[src/rtl/bit_pkg.sv]
`timescale 1ns / 1ps
// bit_pkg: shared constants and helpers for binary_image_thinning.
// Used by bit_pix and binary_image_thinning.
package bit_pkg;
  localparam int MaxWidthDef  = 64;
  localparam int MaxHeightDef = 64;
  localparam int CfgIdxW = 2;
  localparam logic [CfgIdxW-1:0] CFG_WIDTH  = 2'd0;
  localparam logic [CfgIdxW-1:0] CFG_HEIGHT = 2'd1;
  localparam logic [CfgIdxW-1:0] CFG_MASK   = 2'd2;

  // Hilditch crossing number over p[0..7] (E, NE, N, NW, W, SW, S, SE).
  function automatic logic [2:0] crossing(input logic [7:0] p);
    logic [2:0] k;
    begin
      k = 3'd0;
      if (!p[0] && (p[1] || p[2])) k = k + 3'd1;
      if (!p[2] && (p[3] || p[4])) k = k + 3'd1;
      if (!p[4] && (p[5] || p[6])) k = k + 3'd1;
      if (!p[6] && (p[7] || p[0])) k = k + 3'd1;
      crossing = k;
    end
  endfunction
endpackage

[src/rtl/bit_pix.sv]
`timescale 1ns / 1ps
// bit_pix: per-pixel decision unit, shared for every pixel of every pass.
// Depends on bit_pkg.
module bit_pix (
  input  logic [7:0] nb,
  input  logic       self_px,
  input  logic       mark_up,
  input  logic       mark_left,
  output logic       del
);
  import bit_pkg::*;
  logic [3:0] sum;
  logic [7:0] qu, ql;
  always_comb begin
    sum = 4'(nb[0]) + 4'(nb[1]) + 4'(nb[2]) + 4'(nb[3]) + 4'(nb[4]) + 4'(nb[5])
        + 4'(nb[6]) + 4'(nb[7]);
    qu = nb; qu[2] = 1'b0;
    ql = nb; ql[4] = 1'b0;
    del = self_px && sum != 4'd1 && crossing(nb) == 3'd1
        && !(mark_up && crossing(qu) != 3'd1)
        && !(mark_left && crossing(ql) != 3'd1);
  end
endmodule

[config.mk]
export PLATFORM = sky130hd
export DESIGN_NAME = bit_pix
export DESIGN_NICKNAME = d
export VERILOG_FILES = /design/src/rtl/bit_pkg.sv /design/src/rtl/bit_pix.sv
export SDC_FILE = /design/constraint.sdc
export NUM_CORES = 1
export LEC_CHECK = 0
export BUFFER_PORTS_ARGS = -buffer_cell sky130_fd_sc_hd__buf_2
export CAP_MARGIN = 20
export CORE_AREA = 2 2 41 43
export DETAILED_ROUTE_END_ITERATION = 8
export DIE_AREA = 0 0 43 45
export SLEW_MARGIN = 30
export SYNTH_ARGS = -nofsm -noshare
export SYNTH_HDL_FRONTEND = slang
export SYNTH_SLANG_ARGS = --single-unit
[constraint.sdc]
create_clock -name vclk -period 7.2
set_clock_uncertainty 0.2 [all_clocks]
set_input_delay 1.44 -clock vclk [all_inputs]
set_output_delay 1.44 -clock vclk [all_outputs]
set_load 0.02 [all_outputs]
==> run_results.csv <==
group,metric,value,unit
timing,relSlewSlack,0.746,
global_route,grt_pass1_wl,2040,um
setup_path,slowest_stage,"fa_1",
timing,tns,0,ns
global_route,gr-total-overflow,0,
setup_path,cpMostUsedCell,"fa_1",
synth,syn_area,641,um2
timing,maxSlewViolCount,0,
cells_and_area,stdcell_area,709,um2
synth,syn_area_per_cell,7.81,um2
routing,routed_wl,1100,um
worst_hold_path,holdPathEnd,"del",
placement,place_area,709,um2
floorplanning,rows,14,
run,max-cap-violations,0,
cells_and_area,seq_cells,0,
cells_and_area,drive_above_1_share,0.215,
setup_path,critPathLaunchType,"input port",
global_route,grt_pass1_vias,533,
cells_and_area,regArea,0,um2
global_route,grt.total_usage,0.130,
synth,yosysWarningCount,0,
routing,avgViaCountPerCell,5.09,
synth,synthCells,82,
synth,syn_nets,110,
power,irDropWorstVdd,0.0300,mV
synth,yosysUniqueCellTypes,29,
clocking,post_cts_resized,0,
cells_and_area,diodes,0,
floorplanning,start_util,0.435,
routing,first_iter_violations,2,
synth,synth_seq_area_share,0,
timing,rsz0062_at_grt,"false",
power,power,0.0620,mW
outcome,status,"finished clean",
floorplanning,fp.coreArea,0.00147,mm2
timing,timing.fmax,165,MHz
worst_hold_path,hold_path.class,"input port to output port",
routing,drt_pass1_iterations,2,
floorplanning,die_area,0.00194,mm2
cells_and_area,fin_nets,123,
placement,port_buffers,12,
worst_hold_path,worstHoldStart,"self_px",
setup_path,cp_cell_sequence,"buf_2 -> inv_1 -> fa_1 -> fa_1 -> fa_1 -> inv_1 -> ha_1 -> inv_1 -> fa_1 -> a211oi_1 -> mux2_2 -> nand3_1 -> nand3_1 -> nor4_2 -> buf_2",
timing,finalCritPeriodShare,0.844,
timing,fin_hold_ws,3.02,ns
timing,hold_violations,0,
floorplanning,pin_count,12,
setup_path,end_kind,"output port",
timing,period_minus_slack,6.07,ns
setup_path,criticalPathCategory,"input port to output port",
clocking,hold_buffers,0,
setup_path,path_max_fanout,3,
floorplanning,die_x,43,um
floorplanning,die_h,45,um
power,powerDensity,87.4,mW/mm2
timing,setup_viol_count_final,0,
setup_path,cp.required,5.56,ns
clocking,postCtsSetupBuffers,0,
routing,drc,0,
placement,pre_cts_ws,1.08,ns
routing,detail-route-antenna-nets,0,
power,total_leakage_power,0.361,nW
setup_path,worstPathArrival,4.43,ns
global_route,grt_max_degree,10,
routing,wl_per_cell,10.1,um
timing,worst_pin_slew,0.381,ns
global_route,antenna_found_initial,0,
cells_and_area,nClkBuffers,0,
routing,dr_total_vias,555,
placement,place.gp.congestion,0.725,
placement,hpwl,990,um
cells_and_area,syn_to_final_growth,10.7,%
worst_hold_path,hold_depth,4,
timing,layout_setup_ws,1.13,ns
setup_path,max_stage_delay,0.55,ns
## power breakdown
part	switching [mW]	total, mW	internal [mW]
combinational	0.0327	0.0620	0.0293
clock	0	0	0
sequential	0	0	0
total	0.0327	0.0620	0.0293
## metrics by stage
step | cells | utilization
floorplan | 82 | -
global placement | 109 | 0.482
detailed placement | 109 | 0.482
CTS | 109 | 0.482
global route | 109 | 0.482
finish | 109 | 0.482
## worst max path at each step
stage | to | slack (ns) | startpoint | cells after the start
after floorplan | del | 1.26 | nb[0] | 12
after global placement | del | 1.15 | nb[0] | 14
after detailed placement | del | 1.08 | nb[0] | 15
after CTS | del | 1.10 | nb[0] | 15
after global routing | del | 0.91 | nb[0] | 15
final | del | 1.13 | nb[0] | 15
## layout by cell type (no fill, tap or decap)
cell type and n:
nand3_1 4, o311ai_0 1, o21ai_1 1, a211oi_1 1, nand2b_1 1, xnor2_1 4
nand3b_1 1, o21ba_2 1, and3b_2 1, or2_1 1, mux2_2 1, ha_1 13
nor3_2 1, nor2_1 5, nor3b_1 3, nor4_2 1, o21ai_0 4, or2_2 1
a31oi_1 2, xor2_1 2, inv_1 19, a21oi_1 1, nand2_1 2, o21bai_2 2
buf_2 12, o311a_1 2, nor3_1 1, fa_1 4, o31ai_1 1
## layout make-up
type                       instances  area, um2
multi-input combinational         62        558
inverter                          19       71.3
fill                             164        762
tap                               16       20.0
timing repair buffer              12       60.1
## cell usage after synthesis
library cell / number / area (um2)
a21oi_1: 1 / 5.00
nand3b_1: 1 / 7.51
a31oi_1: 2 / 12.5
nor3_1: 1 / 5.00
buf_6: 1 / 11.3
and3b_2: 1 / 10.0
o21bai_2: 2 / 22.5
nand3_1: 4 / 20.0
o31ai_1: 1 / 7.51
xnor2_1: 4 / 35.0
nand2b_1: 1 / 6.26
xor2_1: 2 / 17.5
o21ai_0: 4 / 20.0
inv_1: 19 / 71.3
o21ba_2: 1 / 10.0
or2_1: 1 / 6.26
o311ai_0: 1 / 8.76
fa_1: 4 / 80.1
ha_1: 13 / 163
nor2_1: 5 / 18.8
o311a_1: 2 / 20.0
o21ai_1: 1 / 5.00
nand2_1: 2 / 7.51
nor3_2: 1 / 10.0
or2_2: 1 / 6.26
nor4_2: 1 / 12.5
mux2_2: 1 / 11.3
a211oi_1: 1 / 7.51
nor3b_1: 3 / 22.5
## critical path: cells and delay by family
| kind | cells | cell delay, ns |
|---|---|---|
| AOI/OAI and AO/OA | 1 | 0.20 |
| adders and majority gates | 5 | 1.94 |
| buffers and inverters | 5 | 0.45 |
| muxes | 1 | 0.18 |
| and+or+nand+nor | 3 | 0.22 |
## per-layer routing
metal,GRT usage,part of all wire,wire (um),vias up
li1,-,-,-,299
met1,0.181,0.54,593,247
met2,0.242,0.43,474,9
met3,0,0.030,33,0
met4,0,0,0,0
met5,0,0,0,-
## cell families after synthesis
kind of cell	Yosys count	synth area share
XOR/XNOR	6	0.0820
adder cells (fa/ha/maj)	17	0.379
AND/OR/NAND/NOR	22	0.207
AO/OA/AOI/OAI	16	0.186
buffers and inverters	20	0.129
multiplexers	1	0.0176
Note: power is estimated with default switching activity, not from simulation.
